[src/hw/rtl/mh_pkg.sv]
// ----------------------------------------------------------------------------
// Magnetometer heading package
// Shared widths, fixed-point constants, CSR indexes and the arctangent table
// for the CORDIC heading pipeline.
// ----------------------------------------------------------------------------
`timescale 1ns / 1ps
`default_nettype none

package mh_pkg;

   // Default build parameters
   localparam int CORDIC_STAGES_DEF = 16;
   localparam int SAMPLE_WIDTH_DEF  = 16;

   // Port widths fixed by the interface
   localparam int MAG_W     = 16;
   localparam int OFS_W     = 13;
   localparam int HEAD_W    = 16;
   localparam int CSR_IDX_W = 2;

   // CSR indexes
   localparam logic [CSR_IDX_W-1:0] REG_X_OFFSET = 2'd0;
   localparam logic [CSR_IDX_W-1:0] REG_Y_OFFSET = 2'd1;

   // Offset reset values
   localparam logic signed [OFS_W-1:0] X_OFFSET_RST = 13'sd55;
   localparam logic signed [OFS_W-1:0] Y_OFFSET_RST = 13'sd50;

   // Fixed point: angles in 2^-22 degree, components scaled by 2^24
   localparam int ANG_FRAC   = 22;
   localparam int COMP_SCALE = 24;
   localparam int TABLE_LEN  = 24;

   // Corrected sample width (largest sample plus offset, one spare bit)
   localparam int SUM_W = MAG_W + 2;
   // Component width: sum, negation, CORDIC gain (< 2.33) and scale
   localparam int COMP_W = SUM_W + 3 + COMP_SCALE;
   // Angle accumulator: about -100 to +280 degrees in 2^-22 units
   localparam int ANG_W = 32;

   localparam logic signed [ANG_W-1:0] HALF_TURN = ANG_W'(180 * (2 ** ANG_FRAC));
   localparam logic signed [ANG_W-1:0] FULL_TURN = ANG_W'(360 * (2 ** ANG_FRAC));

   // Heading scaling: hundredths of a degree
   localparam int UANG_W = ANG_W - 1;
   localparam int SCALE_W = 7;
   localparam logic [SCALE_W-1:0] HUNDRED = 7'd100;
   localparam int PROD_W = UANG_W + SCALE_W;
   localparam logic [PROD_W-1:0] ROUND_HALF = PROD_W'(2 ** (ANG_FRAC - 1));
   localparam logic [HEAD_W-1:0] HEAD_WRAP = 16'd36000;

   // One word moving down the rotation chain
   typedef struct packed {
      logic                     zero;
      logic signed [COMP_W-1:0] x;
      logic signed [COMP_W-1:0] y;
      logic signed [ANG_W-1:0]  ang;
   } cordic_word_type;

   // atan(2^-i) in 2^-22 degree, rounded to nearest
   function automatic logic signed [ANG_W-1:0] atan_entry(input int idx);
      logic signed [ANG_W-1:0] val;
      case (idx)
         0:       val = 32'sd188743680;
         1:       val = 32'sd111421900;
         2:       val = 32'sd58872272;
         3:       val = 32'sd29884485;
         4:       val = 32'sd15000234;
         5:       val = 32'sd7507429;
         6:       val = 32'sd3754631;
         7:       val = 32'sd1877430;
         8:       val = 32'sd938729;
         9:       val = 32'sd469366;
         10:      val = 32'sd234683;
         11:      val = 32'sd117342;
         12:      val = 32'sd58671;
         13:      val = 32'sd29335;
         14:      val = 32'sd14668;
         15:      val = 32'sd7334;
         16:      val = 32'sd3667;
         17:      val = 32'sd1833;
         18:      val = 32'sd917;
         19:      val = 32'sd458;
         20:      val = 32'sd229;
         21:      val = 32'sd115;
         22:      val = 32'sd57;
         23:      val = 32'sd29;
         default: val = '0;
      endcase
      return val;
   endfunction

endpackage

`default_nettype wire

[src/hw/rtl/mh_post.sv]
// ----------------------------------------------------------------------------
// Magnetometer heading output stage
// Wraps the angle into 0..360 degrees, scales it to hundredths of a degree
// with round-half-up and folds 36000 back to 0. Three registered steps.
// ----------------------------------------------------------------------------
`timescale 1ns / 1ps
`default_nettype none

module mh_post (
   input  wire logic                     clock,
   input  wire logic                     reset,
   input  wire logic                     in_valid,
   output      logic                     in_ready,
   input  wire mh_pkg::cordic_word_type  in_word,
   output      logic                     out_valid,
   input  wire logic                     out_stall,
   output      logic [mh_pkg::HEAD_W-1:0] heading
);
   import mh_pkg::*;

   logic                    wrap_v_ff, scale_v_ff, out_v_ff;
   logic                    wrap_rdy, scale_rdy, out_rdy;
   logic                    wrap_zero_ff, scale_zero_ff;
   logic [UANG_W-1:0]       wrap_ang_ff;
   logic [PROD_W-1:0]       prod_ff;
   logic [HEAD_W-1:0]       head_ff;
   logic signed [ANG_W-1:0] wrap_sum;
   logic [UANG_W-1:0]       wrap_ang_in;
   logic [PROD_W-1:0]       prod_in;
   logic [HEAD_W-1:0]       head_raw, head_in;

   // Ready chain back from the output register
   assign out_rdy   = !out_v_ff || !out_stall;
   assign scale_rdy = !scale_v_ff || out_rdy;
   assign wrap_rdy  = !wrap_v_ff || scale_rdy;
   assign in_ready  = wrap_rdy;

   // Step 1: negative angles get a full turn added
   always_comb begin
      wrap_sum    = (in_word.ang < 0) ? (in_word.ang + FULL_TURN) : in_word.ang;
      wrap_ang_in = wrap_sum[UANG_W-1:0];
   end

   // Step 2: scale by 100 and add half an LSB of the result
   assign prod_in = (PROD_W'(wrap_ang_ff) * PROD_W'(HUNDRED)) + ROUND_HALF;

   // Step 3: drop fraction, fold 36000 and force zero vector to 0
   always_comb begin
      head_raw = prod_ff[ANG_FRAC +: HEAD_W];
      if (scale_zero_ff) begin
         head_in = '0;
      end else if (head_raw >= HEAD_WRAP) begin
         head_in = head_raw - HEAD_WRAP;
      end else begin
         head_in = head_raw;
      end
   end

   // Valid bits
   always_ff @(posedge clock) begin
      if (reset) begin
         wrap_v_ff  <= 1'b0;
         scale_v_ff <= 1'b0;
         out_v_ff   <= 1'b0;
      end else begin
         if (wrap_rdy) begin
            wrap_v_ff <= in_valid;
         end
         if (scale_rdy) begin
            scale_v_ff <= wrap_v_ff;
         end
         if (out_rdy) begin
            out_v_ff <= scale_v_ff;
         end
      end
   end

   // Payload registers
   always_ff @(posedge clock) begin
      if (wrap_rdy && in_valid) begin
         wrap_ang_ff  <= wrap_ang_in;
         wrap_zero_ff <= in_word.zero;
      end
      if (scale_rdy && wrap_v_ff) begin
         prod_ff       <= prod_in;
         scale_zero_ff <= wrap_zero_ff;
      end
      if (out_rdy && scale_v_ff) begin
         head_ff <= head_in;
      end
   end

   assign out_valid = out_v_ff;
   assign heading   = head_ff;

endmodule

`default_nettype wire

[config.mk]
export PLATFORM = sky130hd
export DESIGN_NAME = mh_post
export DESIGN_NICKNAME = d
export VERILOG_FILES = /design/src/hw/rtl/mh_pkg.sv /design/src/hw/rtl/mh_post.sv
export SDC_FILE = /design/constraint.sdc
export NUM_CORES = 1
export LEC_CHECK = 0
export BUFFER_PORTS_ARGS = -buffer_cell sky130_fd_sc_hd__buf_2
export CAP_MARGIN = 30
export CORE_MARGIN = 2
export CORE_UTILIZATION = 60
export DETAILED_ROUTE_END_ITERATION = 16
export GPL_TIMING_DRIVEN = 0
export PLACE_DENSITY = 0.88
export SKIP_CTS_REPAIR_TIMING = 1
export SYNTH_ARGS = -nofsm -noshare
export SYNTH_HDL_FRONTEND = slang
export SYNTH_SLANG_ARGS = --single-unit
[constraint.sdc]
create_clock -name clock -period 7.9 [get_ports clock]
set_input_delay 2.37 -clock clock [delete_from_list [all_inputs] [get_ports clock]]
set_output_delay 2.37 -clock clock [all_outputs]
set_load 0.1 [all_outputs]
; ---- After elaboration in Yosys (flattened, before gate mapping)
; Cells that the tools add are included.
[totals]
ff_bits = 90
out_inout_bits = 18
[op_classes]
add_sub_neg = 3
n_mul = 1
n_lt_le_gt_ge = 2
n_mux = 2
reduce_logical = 10
[ops]
columns = op, n
row1 = $add A38 B22 Y38 const B, 1
row2 = $mul A31 B5 Y36 const B, 1
row3 = $lt A32 B1 Y1 const B, 1
row4 = $add A31 B31 Y31 const B, 1
row5 = $mux W31, 1
row6 = $ge A16 B16 Y1 const B, 1
row7 = $mux W16, 1
row8 = $sub A16 B16 Y16 const B, 1
row9 = $logic_not A1 Y1, 4
row10 = $logic_and A1 B1 Y1, 3
row11 = $logic_or A1 B1 Y1, 3

; ---- Depth between registers and ports, before layout
[logic_depth]
word_depth = 5
mapped_depth = 20
ltp_nobuf = 19

; ---- Worst setup path after synthesis
; OpenSTA, ideal clock, no wires.
[synth_path]
path_type = input port to output port
startpoint = input out_stall
endpoint = output in_ready
arrival_ps = 3299
path_slack_ps = 2231
path_stages = 1
path_buffers = 0
cell_sequence = nand4_1
[synth_between]
elab_chain_len = 4
[synth_rtl]
columns = item, line_no
row1 = from (decl), mh_post.sv:16  ; input wire logic out_stall,
row2 = $logic_not A1 Y1, mh_post.sv:33  ; assign out_rdy = !out_v_ff || !out_stall;
row3 = $logic_or A1 B1 Y1, mh_post.sv:33
row4 = $logic_or A1 B1 Y1, mh_post.sv:34  ; assign scale_rdy = !scale_v_ff || out_rdy;
row5 = $logic_or A1 B1 Y1, mh_post.sv:35  ; assign wrap_rdy = !wrap_v_ff || scale_rdy;
row6 = to (decl), mh_post.sv:13  ; output logic in_ready,
; Every way passes these cells.

; ---- Final worst setup path
; Ends and elaborated chain as after synthesis.

==> impl_metrics.json <==
{
  "cts_sinks": 68,
  "place_ws_ps": 2475,
  "dieArea_sq_um": 10950,
  "instances_no_fill": 810,
  "cp_max_fo": 4,
  "grt_pass1_vias": 4631,
  "drc_errors": 0,
  "syn_inst": 606,
  "clock_path_buffers": 2,
  "tns_ps": 0,
  "insertion_delay_ps": 360,
  "worstSetupStartpointType": "primary input",
  "outcome": "finished clean",
  "cellLeakagePower_nw": 3.123,
  "io_buffers": 54,
  "synth_edf_count": 65,
  "critPathCaptureType": "primary output",
  "grt_pass1_wl_um": 20440,
  "power.density_nw_per_um2": 249.0,
  "synth_flop_cell": "edfxtp_1",
  "diodes": 0,
  "slew_headroom": 0.4647,
  "drv_cap": 0,
  "hp-class": "flip-flop to flip-flop",
  "skew_ps": 14.12,
  "async_flop_share": 0,
  "final_common_cell": "inv_1",
  "ant_nets": 0,
  "criticalPathCategory": "primary input to primary output",
  "fmax_mhz": 184.5,
  "reg2reg_from": "wrap_ang_ff[11]",
  "yosys_warnings": 0,
  "globalRouteOverflowTotal": 0,
  "hold_viol": 0,
  "rsz0062_at_grt": "no",
  "drive_above_1_share": 0.1388,
  "worstPathArrival_ps": 3050,
  "cts_buffers": 9,
  "slew_viol_final": 0,
  "syn_area_sq_um": 6075,
  "synthesis.nets": 856,
  "cp-startpoint": "out_stall",
  "ir_drop_mv": 0.1189,
  "dr.pass1.iters": 5,
  "rows": 36,
  "grt.total_usage": 0.2292,
  "ys_seq_elements": 68,
  "core_sq_um": 9819,
  "first_iter_violations": 193,
  "setup_viol": 0,
  "wl_per_cell_um": 14.44,
  "final_cell_mix": "109 x inv_1, 98 x ha_1, 65 x edfxtp_1, 58 x buf_2, 36 x a21oi_1",
  "worst_slack_ps": 2478,
  "finalWirelength_um": 11700,
  "period_minus_slack_ps": 5422,
  "grt_max_degree": 33,
  "htreeDepth": 3,
  "die_h_um": 104.6,
  "ys_seq_area_frac": 0.3312,
  "dr_total_vias": 4529,
  "place_hpwl_um": 9536,
  "tightestPinTransition_ps": 803.0,
  "antenna_found_initial": 0,
  "dp.cells": 794,
  "power_mw": 1.682,
  "synth_area_per_cell_sq_um": 10.02,
  "critPathRequiredTime_ps": 5530,
  "cts_tree": "built",
  "finalNetCount": 922,
  "nFillCells": 784,
  "start_util": 0.6186,
  "finalWeightedCongestion": 0.8881,
  "root_buffer": "clkbuf_8",
  "whs_ps": 427.0,
  "ys_types": 65,
  "viasPerCell": 5.591,
  "ios": 145,
  "clk_pin_slew_ps": 70,
  "die-width_um": 104.6,
  "syn2layout_area_growth_pct": 11.16,
  "worstHoldStart": "wrap_zero_ff",
  "period_share": 0.6863
}
-- power by group --
| part | internal (mW) | total, mW | switching [mW] |
|---|---|---|---|
| Clock | 0.189 | 0.338 | 0.149 |
| Combinational | 0.333 | 0.856 | 0.524 |
| Sequential | 0.463 | 0.487 | 0.0241 |
| Total | 0.984 | 1.68 | 0.697 |
-- worst paths after layout --
kind                                       to  slack (ps)  cells past startpoint
worst max-delay path                 in_ready        2480                      3
worst min-delay path            scale_zero_ff         430                      0
worst max register to register    prod_ff[37]        2880                     19
worst min register to register  scale_zero_ff         430                      0
-- per-layer routing --
layer | part of all wire | up-vias | global-route usage
met5 | 0 | - | 0
met4 | 0.023 | 0 | 0.09429
met3 | 0.043 | 25 | 0.03306
met2 | 0.49 | 111 | 0.3945
met1 | 0.45 | 2125 | 0.2900
li1 | - | 2268 | -
-- worst max-delay path: stages --
cell     delay, ps
buf_2          120
nand4_1        120
buf_2          440
-- logic make-up after synthesis --
logic type | after synthesis | share of synthesized area
compound gates | 115 | 0.1230
xor+xnor | 34 | 0.04902
fa+ha+maj | 123 | 0.2842
buf+inv | 116 | 0.07374
flops | 68 | 0.3312
mux | 2 | 0.003707
simple gates | 148 | 0.1351
-- sequential cells by signal (all words and copies together), names as in the netlist --
| name | flops |
|---|---|
| heading | 16 |
| out_valid | 1 |
| prod_ff | 16 |
| scale_v_ff | 1 |
| scale_zero_ff | 1 |
| wrap_ang_ff | 31 |
| wrap_v_ff | 1 |
| wrap_zero_ff | 1 |
-- through the flow --
step,util,area [sq um]
final,0.6877,6753
after detailed placement,0.6640,6520
after CTS,0.6877,6753
after global routing,0.6877,6753
after floorplan,-,6075
after global placement,0.6631,6511
-- area by class of cell --
class	instances	area, sq um	share of cell area
Sequential cell	68	2012	0.2979
Timing Repair Buffer	55	277.8	0.04113
Clock inverter	6	95.09	0.01408
Multi-Input combinational cell	422	3616	0.5355
Clock buffer	10	137.6	0.02038
Buffer	7	38.79	0.005744
Inverter	109	409.1	0.06059
Tap cell	133	166.4	0.02464
-- synth_stat cells, types with 3 or more instances --
master	instances	area, sq um
a211oi_1	7	52.55
a21oi_1	36	180.2
a311oi_1	3	26.28
a31oi_1	4	25.02
and2_1	7	43.79
and3_1	9	56.30
buf_2	4	20.02
dfxtp_1	3	60.06
edfxtp_1	65	1952
fa_1	25	500.5
ha_1	98	1226
inv_1	109	409.1
nand2_1	31	116.4
nand2b_1	3	18.77
nand3_1	12	60.06
nand4_1	11	68.82
nor2_1	25	93.84
nor2b_1	11	68.82
nor3_1	13	65.06
nor3b_1	3	22.52
nor4_1	5	31.28
o211ai_1	7	52.55
o21a_1	7	52.55
o21ai_0	18	90.09
o21ai_1	7	35.03
or3_1	4	25.02
xnor2_1	23	201.4
xor2_1	11	96.34
Power figures use the tool's default switching activity.
