`src/hw/rtl/mh_pkg.sv`:
```
// ----------------------------------------------------------------------------
// Magnetometer heading package
// Shared widths, fixed-point constants, CSR indexes and the arctangent table
// for the CORDIC heading pipeline.
// ----------------------------------------------------------------------------
`timescale 1ns / 1ps
`default_nettype none

package mh_pkg;

   // Default build parameters
   localparam int CORDIC_STAGES_DEF = 16;
   localparam int SAMPLE_WIDTH_DEF  = 16;

   // Port widths fixed by the interface
   localparam int MAG_W     = 16;
   localparam int OFS_W     = 13;
   localparam int HEAD_W    = 16;
   localparam int CSR_IDX_W = 2;

   // CSR indexes
   localparam logic [CSR_IDX_W-1:0] REG_X_OFFSET = 2'd0;
   localparam logic [CSR_IDX_W-1:0] REG_Y_OFFSET = 2'd1;

   // Offset reset values
   localparam logic signed [OFS_W-1:0] X_OFFSET_RST = 13'sd55;
   localparam logic signed [OFS_W-1:0] Y_OFFSET_RST = 13'sd50;

   // Fixed point: angles in 2^-22 degree, components scaled by 2^24
   localparam int ANG_FRAC   = 22;
   localparam int COMP_SCALE = 24;
   localparam int TABLE_LEN  = 24;

   // Corrected sample width (largest sample plus offset, one spare bit)
   localparam int SUM_W = MAG_W + 2;
   // Component width: sum, negation, CORDIC gain (< 2.33) and scale
   localparam int COMP_W = SUM_W + 3 + COMP_SCALE;
   // Angle accumulator: about -100 to +280 degrees in 2^-22 units
   localparam int ANG_W = 32;

   localparam logic signed [ANG_W-1:0] HALF_TURN = ANG_W'(180 * (2 ** ANG_FRAC));
   localparam logic signed [ANG_W-1:0] FULL_TURN = ANG_W'(360 * (2 ** ANG_FRAC));

   // Heading scaling: hundredths of a degree
   localparam int UANG_W = ANG_W - 1;
   localparam int SCALE_W = 7;
   localparam logic [SCALE_W-1:0] HUNDRED = 7'd100;
   localparam int PROD_W = UANG_W + SCALE_W;
   localparam logic [PROD_W-1:0] ROUND_HALF = PROD_W'(2 ** (ANG_FRAC - 1));
   localparam logic [HEAD_W-1:0] HEAD_WRAP = 16'd36000;

   // One word moving down the rotation chain
   typedef struct packed {
      logic                     zero;
      logic signed [COMP_W-1:0] x;
      logic signed [COMP_W-1:0] y;
      logic signed [ANG_W-1:0]  ang;
   } cordic_word_type;

   // atan(2^-i) in 2^-22 degree, rounded to nearest
   function automatic logic signed [ANG_W-1:0] atan_entry(input int idx);
      logic signed [ANG_W-1:0] val;
      case (idx)
         0:       val = 32'sd188743680;
         1:       val = 32'sd111421900;
         2:       val = 32'sd58872272;
         3:       val = 32'sd29884485;
         4:       val = 32'sd15000234;
         5:       val = 32'sd7507429;
         6:       val = 32'sd3754631;
         7:       val = 32'sd1877430;
         8:       val = 32'sd938729;
         9:       val = 32'sd469366;
         10:      val = 32'sd234683;
         11:      val = 32'sd117342;
         12:      val = 32'sd58671;
         13:      val = 32'sd29335;
         14:      val = 32'sd14668;
         15:      val = 32'sd7334;
         16:      val = 32'sd3667;
         17:      val = 32'sd1833;
         18:      val = 32'sd917;
         19:      val = 32'sd458;
         20:      val = 32'sd229;
         21:      val = 32'sd115;
         22:      val = 32'sd57;
         23:      val = 32'sd29;
         default: val = '0;
      endcase
      return val;
   endfunction

endpackage

`default_nettype wire

```
`src/hw/rtl/mh_prep.sv`:
```
// ----------------------------------------------------------------------------
// Magnetometer heading input stage
// Sign-extends the samples, adds the calibration offsets, folds the left half
// plane onto the right one and loads the first word of the rotation chain.
// ----------------------------------------------------------------------------
`timescale 1ns / 1ps
`default_nettype none

module mh_prep #(
   parameter int SAMPLE_WIDTH = mh_pkg::SAMPLE_WIDTH_DEF
) (
   input  wire logic                                clock,
   input  wire logic                                reset,
   input  wire logic                                in_valid,
   output      logic                                in_ready,
   input  wire logic        [mh_pkg::MAG_W-1:0]     mag_x,
   input  wire logic        [mh_pkg::MAG_W-1:0]     mag_y,
   input  wire logic signed [mh_pkg::OFS_W-1:0]     x_offset,
   input  wire logic signed [mh_pkg::OFS_W-1:0]     y_offset,
   output      logic                                out_valid,
   input  wire logic                                out_ready,
   output      mh_pkg::cordic_word_type             out_word
);
   import mh_pkg::*;

   logic signed [SUM_W-1:0]  sx, sy, sum_x, sum_y, fold_x, fold_y;
   logic signed [COMP_W-1:0] ext_x, ext_y;
   logic                     valid_ff, valid_in;
   cordic_word_type          word_ff, word_in;

   // Offset correction
   always_comb begin
      sx    = SUM_W'($signed(mag_x[SAMPLE_WIDTH-1:0]));
      sy    = SUM_W'($signed(mag_y[SAMPLE_WIDTH-1:0]));
      sum_x = sx + SUM_W'(x_offset);
      sum_y = sy + SUM_W'(y_offset);
   end

   // Left half plane: negate the vector and start at 180 degrees
   always_comb begin
      fold_x = (sum_x < 0) ? -sum_x : sum_x;
      fold_y = (sum_x < 0) ? -sum_y : sum_y;
      ext_x  = COMP_W'(fold_x);
      ext_y  = COMP_W'(fold_y);
      word_in.zero = (sum_x == '0) && (sum_y == '0);
      word_in.x    = ext_x <<< COMP_SCALE;
      word_in.y    = ext_y <<< COMP_SCALE;
      word_in.ang  = (sum_x < 0) ? HALF_TURN : '0;
   end

   // Stage handshake
   assign in_ready = !valid_ff || out_ready;
   assign valid_in = in_ready ? in_valid : valid_ff;

   always_ff @(posedge clock) begin
      if (reset) begin
         valid_ff <= 1'b0;
      end else begin
         valid_ff <= valid_in;
      end
   end

   always_ff @(posedge clock) begin
      if (in_ready && in_valid) begin
         word_ff <= word_in;
      end
   end

   assign out_valid = valid_ff;
   assign out_word  = word_ff;

endmodule

`default_nettype wire

```
`config.mk`:
```
export PLATFORM = sky130hd
export DESIGN_NAME = mh_prep
export DESIGN_NICKNAME = d
export VERILOG_FILES = /design/src/hw/rtl/mh_pkg.sv /design/src/hw/rtl/mh_prep.sv
export SDC_FILE = /design/constraint.sdc
export NUM_CORES = 1
export LEC_CHECK = 0
export ABC_AREA = 0
export BUFFER_PORTS_ARGS = -buffer_cell sky130_fd_sc_hd__buf_2
export CORE_UTILIZATION = 50
export CTS_BUF_LIST = sky130_fd_sc_hd__clkbuf_4 sky130_fd_sc_hd__clkbuf_8
export CTS_CLUSTER_DIAMETER = 80
export DETAILED_ROUTE_END_ITERATION = 7
export GPL_TIMING_DRIVEN = 0
export PLACE_DENSITY = 0.91
export SETUP_SLACK_MARGIN = 0.05
export SYNTH_ARGS = -nofsm -noshare
export SYNTH_HDL_FRONTEND = slang
export SYNTH_SLANG_ARGS = --single-unit
export TNS_END_PERCENT = 20
```
`constraint.sdc`:
```
create_clock -name clock -period 5.25 [get_ports clock]
set_clock_uncertainty 0.2 [all_clocks]
set_input_delay 0.525 -clock clock [delete_from_list [all_inputs] [get_ports clock]]
set_output_delay 0.525 -clock clock [all_outputs]
set_load 0.02 [all_outputs]
```
# [After elaboration in Yosys (flattened, before gate mapping)]
# Cells that the tools add are included.
[word_totals] input_bits=62 regBits=70 word_cells=19 out_inout_bits=125
[classes] n_addsub=4 n_lt_le_gt_ge=1 n_reduce_logical=6 mux=3
[ops] cell="$logic_not A18 Y1" n=2
[ops] cell="$mux W18" n=2
[ops] cell="$neg A17 Y18" n=2
[ops] cell="$add A16 B13 Y17" n=2
[ops] cell="$mux W30" n=1
[ops] cell="$lt A17 B1 Y1 const B" n=1
[ops] cell="$logic_and A1 B1 Y1" n=2
[ops] cell="$logic_not A1 Y1" n=1
[ops] cell="$logic_or A1 B1 Y1" n=1

# [Logic depth before layout (Yosys ltp)]
[depth] word_depth=3 mapped_depth=14 depth_no_buf=14

# [Least setup slack after synthesis]
# OpenSTA, ideal clock, no wires.
[synth_path] kind="in2reg" start="in mag_y[0] (netlist name)" end="reg word_ff, in the netlist out_word[72], data pin" setup_ps=266 stages=13 arrival_ps=3344 path_buffers=0 slack_ps=1440 required_time_ps=4784 path_cell_list="ha_1 -> inv_1 -> fa_1 -> nor2b_1 -> o2111ai_1 -> a21o_1 -> o2bb2ai_1 -> or4_4 -> or4_4 -> nor3b_1 -> ha_1 -> nand2_1 -> o21ai_0"
[synth_between] elab_chain_cells=3
[synth_rtl] item="from (decl)" line="mh_prep.sv:17" source="input wire logic [mh_pkg::MAG_W-1:0] mag_y,"
[synth_rtl] item="$add A16 B13 Y17 (*)" line="mh_prep.sv:36" source="sum_y = sy + SUM_W'(y_offset);"
[synth_rtl] item="$neg A17 Y18" line="mh_prep.sv:42" source="fold_y = (sum_x < 0) ? -sum_y : sum_y;"
[synth_rtl] item="$mux W18 (*)" line="mh_prep.sv:42"
[synth_rtl] item="via fold_y[16]" line="mh_prep.sv:26" source="logic signed [SUM_W-1:0] sx, sy, sum_x, sum_y, fold_x, fold_y;"
[synth_rtl] item="to (signal assigned)" line="mh_prep.sv:65" source="word_ff <= word_in;"
[synth_rtl] item="to (decl)" line="mh_prep.sv:29" source="cordic_word_type word_ff, word_in;"
# The timed path passes the listed nets; every way through them passes the cells marked *.
# A chain may end at the register's enable or synchronous reset.

# [Final worst setup path]
# Ends and elaborated chain as after synthesis.

==> run summary <==
STA
- 1140 ps — least setup slack across all paths after layout
- 0 — final hold viol count
- 44.1% — worst relative slew slack
- 4110 ps — min Tclk post-route
- no — RSZ-0062 raised after global routing
- 78.3% — final period utilization
- 243 MHz — Max Clock Freq
- 839 ps — slew at the pin closest to its max-slew limit
- 0 — final setup fails
- 0 ps — Total Neg Setup Slack
- 0 — pins over their slew limit

Clocking
- 0 — number of gates resized after CTS
- 280 ps — clock latency on the worst-skew pair
- 39 — number of sinks driven by the clock tree
- yes — TritonCTS clock tree
- 0 — cts hold-fix bufs
- 2 — number of H-tree branching levels
- 0 — post-CTS repair timing setup buffer count
- 2 — maximum number of buffers from clock root to sink
- 5 — clock buffer count from CTS
- 80 ps — clock-pin slew of the registers on the worst-case setup and hold paths
- sky130_fd_sc_hd__clkbuf_8 — root buffer cell

Floorplanning
- 94.9 um — Die Y-Extent
- 94.9 um — Chip Width
- 187 — number of primary I/O pins
- 33 — number of rows created at floorplan
- 52.0% — effective utilization at floorplan
- 9010 um^2 — area enclosed by the die boundary
- 8300 um^2 — placeable core area

Hold path
- in2reg — Hold WC Path Type

Placement
- 856 ps — worst slack after detailed placement
- 0.802 — final weighted congestion in routability-driven placement
- 8080 um — Post-DP HPWL
- 5280 um^2 — dpl cell area
- 110 — Buffers on Ports

Synthesis
- 13.8% — simple logic cell fraction of the synthesized area
- sky130_fd_sc_hd__edfxtp_1 — most instantiated flip-flop cell in the synthesis netlist
- compound AO/OA/AOI/OAI gates — main combinational cell family by area after synthesis
- 0 — Synth Warn #
- 26.9% — sequential area share after synthesis
- 475 — cell count after synthesis
- 4320 um^2 — post-synthesis instance area
- 65 — number of different library cells in the post-synthesis netlist
- 11.4% — Post-Synth Adder-Cell Area
- 0.493% — multiplexer share of the synthesized area
- 39 — flops & latches, synth
- 9.74% — synthesized-area fraction occupied by xor and xnor cells
- 0% — share of flip-flops with an asynchronous set or reset
- 9.09 um^2 — mean cell area of the mapped netlist
- 20.4% — Compound-Gate Fraction of Synth Area
- 38 — EDFF count, synth

Routing
- 9680 um — Total Wirelength
- 320 — DRC marker count from the first detailed-route iteration
- 3947 — via count
- 0 — DRC viols
- 5.10 — number of vias per cell
- 4 — TritonRoute pass-1 iters
- 0 — DRT antenna net count
- 12.5 um — wire length per cell

Worst setup path
- buf_2 > ha_1 > inv_1 > fa_1 > nor2b_1 > o2111ai_1 > and4_1 > or2_2 > a21o_1 > a311oi_1 > nand2_1 > nor3b_1 > ha_1 > nand2_1 > o21ai_0 — critical path, cell by cell
- 3940 ps — Worst EP arrival
- 560 ps — largest stage delay on the critical path
- in2reg — Worst Path Class, Setup
- 6 — largest driver fanout on the critical path
- sky130_fd_sc_hd__a311oi_1 — Critical-path top delay cell
- flip-flop — critical path capture point type
- input port — startpoint class of the critical path
- simple AND/OR/NAND/NOR gates — Top Family by Delay on Critical Path
- 5080 ps — required time at the worst-slack endpoint
- 2 — Worst Path Buf+Inv

Cells and area
- 32.7% — layout cell share with drive strength beyond 1
- 5390 um^2 — post-route cell area
- 24.9% — area overhead of the layout relative to synthesis
- 693 — number of fillers in the final layout
- 768 — number of nets at the end of the flow
- 65.0% — Final Core Density
- 0 — antenna fix cells

Run status
- completed — outcome

Global route
- 3628 — number of global-route vias before repair
- 15200 um — wire length of the first global-routing pass
- 0 — initial antenna violation count
- 39 — maximum number of pins on one net before global-route repair
- 21.0% — Total GRT Usage
- 0 — GR Overflow Total

Power and ir drop
- 0.166 mV — worst vdd ir
- 2.60 nW — LEAKAGE
- 248 nW/um^2 — pwr/cell area

Run
- 0 — count of max-cap constraint violations

==> cell type report <==
cell class | instances | area [um^2] | share of cell area [%]
Buffer | 94 | 672 | 12.5
Clock buffer | 5 | 68.8 | 1.28
Clock inverter | 3 | 38.8 | 0.719
Inverter | 19 | 71.3 | 1.32
Multi-Input combinational cell | 399 | 2700 | 50.0
Sequential cell | 39 | 1160 | 21.5
Tap cell | 105 | 131 | 2.44
Timing Repair Buffer | 110 | 551 | 10.2
==> layout by cell type, fill, tap and decap left out, types with 3 or more instances in the layout <==
master	n
sky130_fd_sc_hd__buf_4	85
sky130_fd_sc_hd__a21o_1	13
sky130_fd_sc_hd__o21ai_0	20
sky130_fd_sc_hd__o211ai_1	5
sky130_fd_sc_hd__nor3b_1	3
sky130_fd_sc_hd__a211o_1	4
sky130_fd_sc_hd__xor2_1	14
sky130_fd_sc_hd__o311ai_0	3
sky130_fd_sc_hd__nor4_1	4
sky130_fd_sc_hd__conb_1	77
sky130_fd_sc_hd__nor2b_1	4
sky130_fd_sc_hd__or3_1	4
sky130_fd_sc_hd__clkbuf_8	5
sky130_fd_sc_hd__nand3b_1	3
sky130_fd_sc_hd__edfxtp_1	38
sky130_fd_sc_hd__clkbuf_1	9
sky130_fd_sc_hd__inv_1	18
sky130_fd_sc_hd__a31oi_1	6
sky130_fd_sc_hd__a21oi_1	23
sky130_fd_sc_hd__nor2_1	29
sky130_fd_sc_hd__a41oi_1	3
sky130_fd_sc_hd__xnor2_1	34
sky130_fd_sc_hd__a31o_2	4
sky130_fd_sc_hd__buf_2	110
sky130_fd_sc_hd__nand2b_1	9
sky130_fd_sc_hd__and2_1	5
sky130_fd_sc_hd__and3_1	3
sky130_fd_sc_hd__nand3_1	6
sky130_fd_sc_hd__a211oi_1	6
sky130_fd_sc_hd__ha_1	36
sky130_fd_sc_hd__o21a_1	4
sky130_fd_sc_hd__or4_1	3
sky130_fd_sc_hd__o31ai_1	7
sky130_fd_sc_hd__nor3_1	6
sky130_fd_sc_hd__nand2_1	22
==> Yosys cell counts, types with 4 or more instances <==
cell type                   n  area share (%)
sky130_fd_sc_hd__nor2b_1    4            0.58
sky130_fd_sc_hd__a21o_1    13             2.3
sky130_fd_sc_hd__ha_1      36              10
sky130_fd_sc_hd__o21ai_0   20             2.3
sky130_fd_sc_hd__nand2_1   22             1.9
sky130_fd_sc_hd__nor2_1    29             2.5
sky130_fd_sc_hd__nand3_1    6            0.70
sky130_fd_sc_hd__a211oi_1   6             1.0
sky130_fd_sc_hd__clkbuf_1   9            0.78
sky130_fd_sc_hd__nand2b_1   9             1.3
sky130_fd_sc_hd__a31oi_1    6            0.87
sky130_fd_sc_hd__nor3_1     6            0.70
sky130_fd_sc_hd__edfxtp_1  38              26
sky130_fd_sc_hd__o21a_1     4            0.70
sky130_fd_sc_hd__or3_1      4            0.58
sky130_fd_sc_hd__o211ai_1   5            0.87
sky130_fd_sc_hd__a211o_1    4            0.81
sky130_fd_sc_hd__and2_1     6            0.87
sky130_fd_sc_hd__o31ai_1    7             1.2
sky130_fd_sc_hd__a31o_2     4            0.81
sky130_fd_sc_hd__nor4_1     4            0.58
sky130_fd_sc_hd__xor2_1    14             2.8
sky130_fd_sc_hd__buf_4     85              15
sky130_fd_sc_hd__inv_1     18             1.6
sky130_fd_sc_hd__a21oi_1   23             2.7
sky130_fd_sc_hd__xnor2_1   34             6.9
==> stage by stage <==
step	power, mW	std cells	hold slack (ps)
2_1_floorplan	0.940	551	394
3_3_place_gp	1.07	766	321
3_5_place_dp	1.10	766	353
4_1_cts	1.33	774	221
5_1_grt	1.42	774	218
6_report	1.34	774	229
==> per-layer routing <==
| metal | vias up | wire length [um] | global-route usage (%) |
|---|---|---|---|
| met4 | 0 | 97 | 5.68 |
| met1 | 1784 | 3850 | 23.7 |
| met2 | 191 | 5020 | 40.3 |
| met5 | - | 0 | 0 |
| met3 | 10 | 713 | 3.46 |
| li1 | 1962 | - | - |
==> path summary, 6_finish.rpt <==
path | start | to | slack [ps] | cells past startpoint
worst max-delay path | mag_y[0] | out_word[72]$_DFFE_PP_ | 1140 | 15
worst min-delay path | reset | out_valid$_SDFFE_PP0N_ | 230 | 2
worst max register to register | out_valid$_SDFFE_PP0N_ | out_word[71]$_DFFE_PP_ | 3520 | 2
worst min register to register | out_valid$_SDFFE_PP0N_ | out_valid$_SDFFE_PP0N_ | 350 | 2
==> flip-flops by register name, indices dropped and copies added (netlist names) <==
name and cells:
out_valid 1, out_word 38
==> where the power goes <==
part	internal (mW)	total (mW)	switching, mW	leakage, nW
Clock	0.139	0.244	0.105	0.0556
Sequential	0.419	0.436	0.0174	0.377
Combinational	0.262	0.658	0.396	2.16
Total	0.820	1.34	0.518	2.60
==> worst reg2reg max path, stage by stage (launching register included) <==
cell	delay, ps
sky130_fd_sc_hd__dfxtp_1	310
sky130_fd_sc_hd__nand2b_1	110
sky130_fd_sc_hd__and2_2	720
==> cells by family after synthesis <==
logic type	count (synthesis)
AO/OA/AOI/OAI	122
buffers and inverters	113
flip-flops	39
XOR/XNOR	48
other	1
adder cells (fa/ha/maj)	38
AND/OR/NAND/NOR	112
multiplexers	2
Note: power is estimated with default switching activity, not from simulation.
